===== config.mk =====
export PLATFORM = sky130hd
export DESIGN_NAME = acfb_ram
export DESIGN_NICKNAME = d
export VERILOG_FILES = /design/src/hdl/acfb_ram.sv
export SDC_FILE = /design/constraint.sdc
export NUM_CORES = 1
export LEC_CHECK = 0
export ABC_AREA = 1
export BUFFER_PORTS_ARGS = -buffer_cell sky130_fd_sc_hd__buf_2
export CORE_UTILIZATION = 30
export DETAILED_ROUTE_END_ITERATION = 12
export GPL_ROUTABILITY_DRIVEN = 0
export PLACE_DENSITY = 0.41
export SYNTH_ARGS = -nofsm -noshare
export SYNTH_HDL_FRONTEND = slang
export SYNTH_SLANG_ARGS = --single-unit
export TNS_END_PERCENT = 1

===== constraint.sdc =====
create_clock -name i_clk -period 1.3 [get_ports i_clk]
set_input_delay 0.26 -clock i_clk [delete_from_list [all_inputs] [get_ports i_clk]]
set_output_delay 0.26 -clock i_clk [all_outputs]
set_load 0.05 [all_outputs]

===== src/hdl/acfb_ram.sv =====
// ============================================================================
// Generic RAM
// Single write port, single read port with registered read data.
// ============================================================================
`default_nettype none

module acfb_ram #(
    parameter int WIDTH = 8,
    parameter int DEPTH = 16
) (
    input  wire logic                     i_clk,
    input  wire logic                     i_we,
    input  wire logic [$clog2(DEPTH)-1:0] i_waddr,
    input  wire logic [WIDTH-1:0]         i_wdata,
    input  wire logic [$clog2(DEPTH)-1:0] i_raddr,
    output logic      [WIDTH-1:0]         o_rdata
);

    logic [WIDTH-1:0] r_mem [DEPTH];

    always_ff @(posedge i_clk) begin
        if (i_we) begin
            r_mem[i_waddr] <= i_wdata;
        end
        o_rdata <= r_mem[i_raddr];
    end

endmodule

`default_nettype wire


==> results of run 1 <==
registers in the layout, indices dropped and copies added, names as in the netlist:
signal	cells
r_mem	128
o_rdata	8
power groups by stage:
stage	Sequential (mW)	Clock, mW	Combinational, mW
global placement	5.02	0	0.771
CTS	4.94	4.88	0.779
detailed placement	5.03	0	0.771
floorplan	5.12	0	0.346
finish	4.93	4.78	0.759
global route	4.94	5.07	0.837
through the flow:
stage                     area [µm²]  hold WS [ns]
after floorplan                 5767        0.3589
after global placement          6334        0.6560
after detailed placement        6334        0.6595
after CTS                       6927        0.2742
after global routing            6928        0.2720
final                           6928        0.2819
Yosys cell counts:
cell | number | share of area (%)
nor2_1 | 17 | 1.1
nand3b_1 | 2 | 0.26
nand2_1 | 173 | 11
inv_1 | 100 | 6.5
buf_2 | 13 | 1.1
buf_4 | 4 | 0.52
inv_2 | 2 | 0.13
buf_1 | 1 | 0.065
nand3_1 | 97 | 8.4
buf_6 | 6 | 1.2
dfxtp_1 | 8 | 2.8
edfxtp_1 | 128 | 67
cell families (layout without fill, tap and decap cells):
group                  Yosys count  count (layout)
buffers and inverters          126             191
DFF                            136             136
and+or+nand+nor                289             289
cells in the final DEF (no fill, tap or decap):
| master | instances |
|---|---|
| inv_1 | 100 |
| nand2_1 | 173 |
| clkinvlp_4 | 3 |
| dfxtp_2 | 1 |
| clkbuf_16 | 17 |
| clkinv_2 | 6 |
| nand3b_1 | 2 |
| inv_6 | 1 |
| buf_6 | 1 |
| buf_2 | 23 |
| buf_4 | 27 |
| buf_12 | 6 |
| clkinv_1 | 2 |
| bufinv_16 | 3 |
| inv_2 | 2 |
| nor2_1 | 17 |
| edfxtp_1 | 128 |
| dfxtp_1 | 7 |
| nand3_1 | 97 |
cell type report:
| class | instances | area, µm² | share of cell area [%] |
|---|---|---|---|
| clock buffer | 17 | 425.4 | 6.141 |
| sequential | 136 | 4005 | 57.81 |
| timing repair buffer | 57 | 449.2 | 6.484 |
| inverter | 102 | 382.9 | 5.526 |
| clock inverter | 15 | 158.9 | 2.294 |
| multi-input combinational | 289 | 1214 | 17.52 |
| tap | 234 | 292.8 | 4.226 |
what timing repair did:
action | CTS | global route
endpoints found under the setup margin | 2 | 1
buffers inserted | 0 | 0
gates resized for setup | 3 | 1
routing by layer:
layer,track usage [%],routed length (µm)
met1,20.50,6539
met2,26.34,7121
met3,4.246,688
met4,4.691,139
met5,0,0
final timing paths:
| kind | startpoint | endpoint | slack [ns] | cells after the start |
|---|---|---|---|---|
| max | o_rdata[1] | o_rdata[1] | 0.04 | 1 |
| min | i_wdata[0] | r_mem[5][0] | 0.28 | 1 |
| max reg2reg | r_mem[5][3] | o_rdata[3] | 0.24 | 6 |
| min reg2reg | r_mem[12][5] | o_rdata[5] | 0.67 | 6 |
==> run_results.csv, run 1 <==
group,metric,value,unit
worst_setup_path,worstPathCellList,"buf_2",
synth,synth_mux_area_share,0,%
worst_setup_path,cp.arrival,1.00,ns
grt,grt_pass1_vias,3846,
sta,tightest_slew,0.4254,ns
routing,vias,3796,
worst_setup_path,end_kind,"primary output",
placement,numPortBuffers,25,
sta,min_period,1.259,ns
cells_and_area,diodes,0,
synth,syn_nets,569,
cts,clk_latency,0.42,ns
cells_and_area,syn2layout_area_growth,20.13,%
placement,dpl.hpwl,9.317,mm
grt,antenna_found_initial,0,
worst_setup_path,start_kind,"flip-flop",
synth,synth_compound_area_share,0,%
worst_setup_path,path_max_fanout,1,
synth,synth_top_family_by_area,"simple AND/OR/NAND/NOR gates",
sta,max_slew_margin,71.64,%
grt,gr-usage-all-layers,15.93,%
cts,h-tree-depth,4,
floorplan,die_height,140.6,µm
grt,grt_overflow,0,
routing,first_iter_violations,310,
floorplan,fp-row-count,50,
placement,place_inst,818,
sta,setup_viol,0,
synth,synth_area,5767,µm²
cts,numCtsBuffers,17,
worst_setup_path,crit_required,1.04,ns
routing,routed_wirelength,14.49,mm
sta,rsz0062_at_grt,"no",
pwr,p_int,8.102,mW
synth,syn_inst,551,
floorplan,coreArea,18770,µm²
synth,ys_ff_latch,136,
routing,antenna_left,0,
synth,synth_area_per_cell,10.47,µm²
floorplan,initial_core_util,30.73,%
cells_and_area,final_net_count,621,
synth,synth_cell_type_count,12,
synth,synth_xor_xnor_area_share,0,%
floorplan,dieArea,19780,µm²
synth,synth_warnings,0,
pwr,vdd_drop_max,0.9905,mV
pwr,pwr-share-comb,7.3,%
cts,clk_pin_slew,0.06,ns
sta,worst_clock_skew,0.007461,ns
pwr,power,10.47,mW
sta,period_share,96.88,%
pwr,power_frac_clock,45.6,%
sta,tns,0,ns
worst_setup_path,worst-setup-path-type,"flip-flop to primary output",
cts,cts-root-buf,"clkbuf_16",
grt,grt_max_degree,40,
pwr,p_leak,2.995,nW
cells_and_area,n_fill_cell,1860,
worst_setup_path,timing.critical_path.buf_inv,1,
cells_and_area,fin_util,36.91,%
placement,pre_cts_slack,-0.1096,ns
status,status,"finished clean",
cts,cts_tree,"yes",
cts,cts_hold_buf,0,
cts,cts_buffer_depth,2,
routing,wl_per_cell,17.04,µm
synth,ys_seq_area_share,69.43,%
synth,synth-simple-area-share,21.05,%
routing,route.detailed.drc,0,
grt,grt_first_pass_wirelength,22.24,mm
pwr,p_per_area,1511,nW/µm²
synth,synth_fa_ha_area_share,0,%
pwr,switchingPower,2.367,mW
floorplan,io_pins,26,
worst_setup_path,worst_path_max_delay_cell,"dfxtp_1",
pwr,switching_share,22.61,%
sta,fmax,0.7940,GHz
cells_and_area,instances_no_fill,850,
sta,fin_ws,0.04058,ns
sta,timing.final.hold_violations,0,
pwr,seqPwrFrac,47.1,%
routing,drtPass1Iterations,5,
routing,via_per_inst,4.466,
sta,drv_slew,0,
cts,cts_sinks,136,
cells_and_area,drive_gt1_share,14.61,%
job,max_cap_violations,0,
worst_setup_path,max_stage_delay,0.32,ns
hold_path,hold_path.class,"input port to flip-flop",
floorplan,die_w,140.6,µm
worst_setup_path,critPathTopFamily,"flip-flops",
Note: power is estimated with default switching activity, not from simulation.
==> run 2, diff against run 1 <==
Settings changed: ABC_AREA 1 to default, SLEW_MARGIN from default to 20.
==> run 2 against run 1 <==
Clock skew hardly changed. Combinational power down 18%. Non-clock buffer count increased by 10. Hold slack worse by 0.049 ns.
==> run_results.csv, run 2 <==
group,metric,value,unit
cts,cts_tree,"yes",
sta,min_period,1.287,ns
cells_and_area,final_net_count,323,
sta,worst_clock_skew,0.007915,ns
routing,routed_wirelength,10.47,mm
worst_setup_path,cp.arrival,1.59,ns
routing,antenna_left,0,
routing,wl_per_cell,19.46,µm
cells_and_area,diodes,0,
grt,grt_overflow,0,
grt,grt_pass1_vias,2629,
cells_and_area,syn2layout_area_growth,24.28,%
cells_and_area,n_fill_cell,1546,
cells_and_area,final_cell_mix,"edfxtp_1, buf_4, mux4_2, buf_2, clkbuf_16",
grt,grt_first_pass_wirelength,16.15,mm
worst_setup_path,worst-setup-path-type,"flip-flop to flip-flop",
cts,cts_hold_buf,0,
grt,gr-usage-all-layers,13.23,%
cells_and_area,largest-register,"r_mem",
synth,synthArstFlopShare,0,%
status,status,"finished clean",
placement,pre_cts_slack,-0.4371,ns
sta,setup_viol,0,
synth,synth_cell_type_count,19,
synth,synthFlopType,"edfxtp_1",
cts,numCtsBuffers,17,
synth,synth_edf_count,128,
cts,cts_sinks,136,
worst_setup_path,worst_path_max_delay_cell,"mux4_1",
routing,via_per_inst,4.511,
synth,ys_top_cells_by_area,"edfxtp_1, mux4_2, mux4_1, dfxtp_1, a22oi_1",
synth,syn_nets,247,
grt,grt_max_degree,18,
synth,synth_area_per_cell,22.48,µm²
cts,cts-root-buf,"clkbuf_16",
sta,fmax,0.7771,GHz
cells_and_area,largest_reg_flops,128,
sta,timing.final.hold_violations,0,
sta,max_slew_margin,41.91,%
synth,synth_top_area_cell,"edfxtp_1",
placement,numPortBuffers,25,
floorplan,io_pins,26,
synth,ys_ff_latch,136,
floorplan,die_height,133.0,µm
worst_setup_path,end_kind,"flip-flop",
routing,route.detailed.drc,0,
synth,synth_top_area_share,74.67,%
sta,period_share,98.98,%
floorplan,fp-row-count,47,
synth,synth_most_common_cell,"edfxtp_1",
worst_setup_path,worstPathCellList,"mux4_1 > a22oi_2 > nand2_1",
pwr,vdd_drop_max,0.8875,mV
pwr,p_leak,2.172,nW
synth,syn_inst,229,
floorplan,die_w,133.0,µm
hold_path,hold_path.class,"input port to flip-flop",
grt,antenna_found_initial,0,
worst_setup_path,path_max_fanout,1,
routing,vias,2427,
routing,first_iter_violations,167,
sta,fin_ws,0.01320,ns
pwr,p_per_area,1540,nW/µm²
worst_setup_path,max_stage_delay,0.55,ns
routing,drtPass1Iterations,4,
sta,drv_slew,0,
cells_and_area,reg_top3,"r_mem: 128 flops, o_rdata: 8 flops",
cts,clk_pin_slew,0.05,ns
cells_and_area,final_common_cell,"edfxtp_1",
floorplan,initial_core_util,30.93,%
cells_and_area,multiInputGateArea,1094,µm²
cts,h-tree-depth,4,
worst_setup_path,crit_required,1.60,ns
sta,rsz0062_at_grt,"yes",
cts,cts_buffer_depth,2,
job,max_cap_violations,0,
sta,tns,0,ns
synth,ys_seq_area_share,77.78,%
synth,yosys-top-cells-count,"edfxtp_1, mux4_2, a22oi_1",
cells_and_area,regArea,4004,µm²
placement,dpl.hpwl,7.192,mm
sta,tightest_slew,0.8696,ns
worst_setup_path,start_kind,"flip-flop",
cts,clk_latency,0.41,ns
cts,postCtsSetupBuffers,0,
synth,synth_area,5147,µm²
synth,synth_warnings,0,
floorplan,dieArea,17690,µm²
floorplan,coreArea,16640,µm²
cells_and_area,drive_gt1_share,39.94,%
==> run 2: changes by cell type after synthesis, moves of 4 or more <==
cell,previous run,this run
nand3_1,97,1
nor2_1,17,13
mux4_2,0,18
mux4_1,0,14
inv_1,100,0
nor3_1,0,4
nand2_1,173,9
a22oi_1,0,16
buf_2,13,3
==> run 2: final timing paths <==
path                startpoint      endpoint  slack [ns]  cells past startpoint
setup / recovery   r_mem[5][1]    o_rdata[1]        0.01                      3
hold reg to reg   r_mem[15][0]    o_rdata[0]        0.68                      3
hold / removal      i_wdata[1]  r_mem[12][1]        0.23                      1
setup reg to reg   r_mem[5][1]    o_rdata[1]        0.01                      3
==> run 2: kinds of logic (layout without fill, tap and decap cells) <==
family | after synthesis | in the layout | share of synthesized area, %
DFF | 136 | 136 | 77.78
and+or+nand+nor | 35 | 35 | 3.184
AOI/OAI and AO/OA | 16 | 16 | 2.334
buffers and inverters | 10 | 99 | 1.677
muxes | 32 | 32 | 15.02
==> run 2: timing repair <==
item | CTS | global route
cloned | 0 | 0
gates resized for setup | 6 | 8
pin swaps | 3 | 3
setup endpoints to repair | 5 | 8
==> run 2: final cells by class <==
type / instances / share of cell area [%]
flip-flops and latches: 136 / 62.59
well taps: 220 / 4.303
multi-input cells: 83 / 17.09
clock inverters: 5 / 0.7628
repair buffers: 67 / 7.706
clock buffers: 27 / 7.549
==> run 2: worst max-delay path: cells and delay by family (launching register included) <==
| kind | cells | cell delay [ns] |
|---|---|---|
| muxes | 1 | 0.55 |
| and+or+nand+nor | 1 | 0.08 |
| DFF | 1 | 0.34 |
| AOI/OAI and AO/OA | 1 | 0.21 |
==> run 2: layer usage <==
metal	GRT usage [%]	up-vias	share of wire [%]	wire [µm]
li1	-	1117	-	-
met1	16.80	1267	46	4816
met4	4.981	0	0.97	102
met3	4.444	6	3.3	347
met2	20.94	37	50	5205
met5	0	-	0	0
==> run 2: through the flow <==
| stage | instances | area, µm² | hold slack [ns] | power, mW | util [%] |
|---|---|---|---|---|---|
| 6_report | 538 | 6397 | 0.2325 | 9.854 | 38.44 |
| 3_3_place_gp | 506 | 5851 | 0.6551 | 5.633 | 35.16 |
| 5_1_grt | 538 | 6397 | 0.2348 | 10.19 | 38.44 |
| 4_1_cts | 538 | 6401 | 0.2259 | 9.952 | 38.46 |
| 2_1_floorplan | 229 | 5171 | 0.3589 | 5.369 | - |
| 3_5_place_dp | 506 | 5851 | 0.6642 | 5.636 | 35.16 |
==> run 2: power breakdown <==
group / switching [mW] / leakage [nW] / internal (mW) / total [mW]
Clock: 1.59 / 0.261 / 2.71 / 4.30
Sequential: 0.0249 / 1.22 / 4.91 / 4.93
Combinational: 0.378 / 0.687 / 0.245 / 0.623
==> run 3, diff against run 2 <==
Settings changed: CORE_UTILIZATION 30 to 60, PLACE_DENSITY 0.41 to 0.74.
==> run 3 against run 2 <==
The flow now finishes with violations (negative setup slack). First-iteration DRC count is 29% higher. Final area increased by 1.0%. Sequential power is essentially flat. Critical path depth is the same. Fmax is 4.7% lower. Cell count decreased by 23%. Power increased by 14%. Clock skew barely moved. Via count grew 8.7%. Sequential cell count is the same. Clock-buffer cell count decreased by 6. Critical endpoint is now o_rdata[3].
==> run_results.csv, run 3 (synthesis gave the netlist of run 2 again) <==
group,metric,value,unit
worst_setup_path,critical_path.startpoint,"r_mem[11][3]",
grt,grt_max_degree,21,
cts,numCtsBuffers,17,
worst_setup_path,r2r_cells,3,
hold_path,min-delay-start,"i_wdata[6]",
worst_setup_path,crit_required,1.70,ns
floorplan,io_pins,26,
sta,fin_ws,-0.05057,ns
grt,antenna_found_initial,0,
sta,min_period,1.351,ns
sta,timing.final.hold_violations,0,
hold_path,hold_path.class,"input port to flip-flop",
worst_setup_path,cp.depth,3,
cells_and_area,diodes,0,
grt,grt_pass1_vias,2643,
placement,numPortBuffers,25,
cells_and_area,final_cell_mix,"edfxtp_1, buf_4, mux4_2",
floorplan,die_w,94.63,µm
status,status,"finished with violations",
placement,pre_cts_slack,-0.4450,ns
worst_setup_path,endpoint,"o_rdata[3]",
cts,clk_latency,0.51,ns
worst_setup_path,worst_path_max_delay_cell,"mux4_2",
cells_and_area,final_net_count,315,
grt,grt_overflow,0,
sta,rsz0062_at_grt,"yes",
routing,vias,2639,
worst_setup_path,max_stage_delay,0.54,ns
cells_and_area,drive_gt1_share,42.90,%
routing,wl_per_cell,27.15,µm
floorplan,fp-row-count,33,
pwr,vdd_drop_max,1.023,mV
worst_setup_path,path_max_fanout,1,
floorplan,dieArea,8954,µm²
status,violations,"negative setup slack",
worst_setup_path,rr_endpoint,"o_rdata[3]",
sta,setup_viol,6,
worst_setup_path,rrSetupSlack,-0.05,ns
sta,worst_clock_skew,0.007707,ns
pwr,p_per_area,1732,nW/µm²
cts,clk_pin_slew,0.06,ns
routing,via_per_inst,6.359,
cts,cts_tree,"yes",
cts,h-tree-depth,4,
cells_and_area,syn2layout_area_growth,25.57,%
pwr,p_leak,2.226,nW
sta,max_slew_margin,31.57,%
cts,cts_sinks,136,
cells_and_area,largest-register,"r_mem",
cts,cts_hold_buf,0,
placement,dpl.hpwl,6.349,mm
floorplan,die_height,94.63,µm
worst_setup_path,timing.critical_path.buf_inv,0,
cells_and_area,instances_no_fill,415,
worst_setup_path,end_kind,"flip-flop",
sta,drv_slew,0,
sta,tightest_slew,1.024,ns
cells_and_area,final_common_cell,"edfxtp_1",
routing,route.detailed.drc,0,
floorplan,coreArea,8258,µm²
worst_setup_path,start_kind,"flip-flop",
routing,antenna_left,0,
job,max_cap_violations,0,
worst_setup_path,worstPathCellList,"mux4_2 > a22oi_2 > nand2_1",
cells_and_area,reg_top3,"r_mem: 128 flops, o_rdata: 8 flops",
cts,postCtsSetupBuffers,0,
worst_setup_path,r2r-start,"r_mem[11][3]",
cells_and_area,fin_area,6464,µm²
worst_setup_path,worst-setup-path-type,"flip-flop to flip-flop",
routing,drtPass1Iterations,7,
sta,fmax,0.7404,GHz
placement,placed_cell_area,5672,µm²
cells_and_area,largest_reg_flops,128,
grt,gr-usage-all-layers,27.78,%
grt,grt_first_pass_wirelength,16.26,mm
worst_setup_path,critPathTopFamily,"multiplexers",
sta,period_share,103.9,%
routing,first_iter_violations,215,
cts,cts_buffer_depth,2,
placement,place_inst,383,
floorplan,initial_core_util,62.33,%
worst_setup_path,cp.arrival,1.75,ns
cts,cts-root-buf,"clkbuf_8",
routing,routed_wirelength,11.27,mm
-- run 3: cell count changes in the layout (fill, tap and decap cells not counted), moves of 4 or more --
| cell | before | now |
|---|---|---|
| clkbuf_1 | 8 | 2 |
| a22oi_2 | 7 | 11 |
| buf_4 | 39 | 29 |
| buf_6 | 0 | 4 |
| bufinv_16 | 1 | 7 |
| a22oi_1 | 9 | 5 |
| buf_2 | 24 | 17 |
-- run 3: power breakdown --
part / switching [mW] / total [mW] / internal, mW
Combinational: 0.389 / 0.672 / 0.284
Sequential: 0.0508 / 4.96 / 4.91
Clock: 1.75 / 5.56 / 3.81
-- run 3: layout make-up --
cell class / instances / area [µm²]
clock buffers: 21 / 449.2
clock inverters: 11 / 244.0
fillers: 395 / 1794
multi-input cells: 83 / 1114
flip-flops and latches: 136 / 4013
well taps: 105 / 131.4
repair buffers: 59 / 513.0
-- run 3: metal layers --
layer  vias to the layer above  global-route usage (%)  routed length [µm]  share of wire (%)
met4                         0                   12.12                 261                2.3
met5                         -                       0                   0                  0
met2                       166                   45.38                5819                 52
met1                      1350                   36.31                4286                 38
met3                        21                   6.039                 899                8.0
li1                       1102                       -                   -                  -
-- run 3: worst register-to-register path, cell delays in order (launching register included) --
cell and delay [ns]:
edfxtp_1 0.41, mux4_2 0.54, a22oi_2 0.21, nand2_1 0.08
-- run 3: stage by stage --
| step | TNS (ns) | total power [mW] | hold WS (ns) | utilization, % |
|---|---|---|---|---|
| 6_report | -0.1807 | 11.19 | 0.1335 | 78.27 |
| 2_1_floorplan | -6.288 | 5.369 | 0.3589 | - |
| 5_1_grt | -0.3739 | 11.44 | 0.1312 | 78.27 |
| 4_1_cts | -0.2610 | 11.18 | 0.1261 | 77.94 |
| 3_3_place_gp | -13.06 | 5.604 | 0.6485 | 68.68 |
| 3_5_place_dp | -14.80 | 5.621 | 0.6540 | 68.68 |
-- run 3: how the worst min path moves through the flow --
| stage | endpoint | slack, ns | depth (start not counted) |
|---|---|---|---|
| 2_1_floorplan | r_mem[0][0] | 0.36 | 0 |
| 4_1_cts | r_mem[10][6] | 0.13 | 1 |
| 5_1_grt | r_mem[9][6] | 0.13 | 1 |
| 3_5_place_dp | r_mem[11][2] | 0.65 | 1 |
| 6_report | r_mem[10][6] | 0.13 | 1 |
| 3_3_place_gp | r_mem[9][2] | 0.65 | 1 |
-- run 3: what timing repair did --
action | 4_1_cts | 5_1_grt
pin swaps | 9 | 4
resized for setup | 30 | 10
endpoints found under the setup margin | 16 | 14
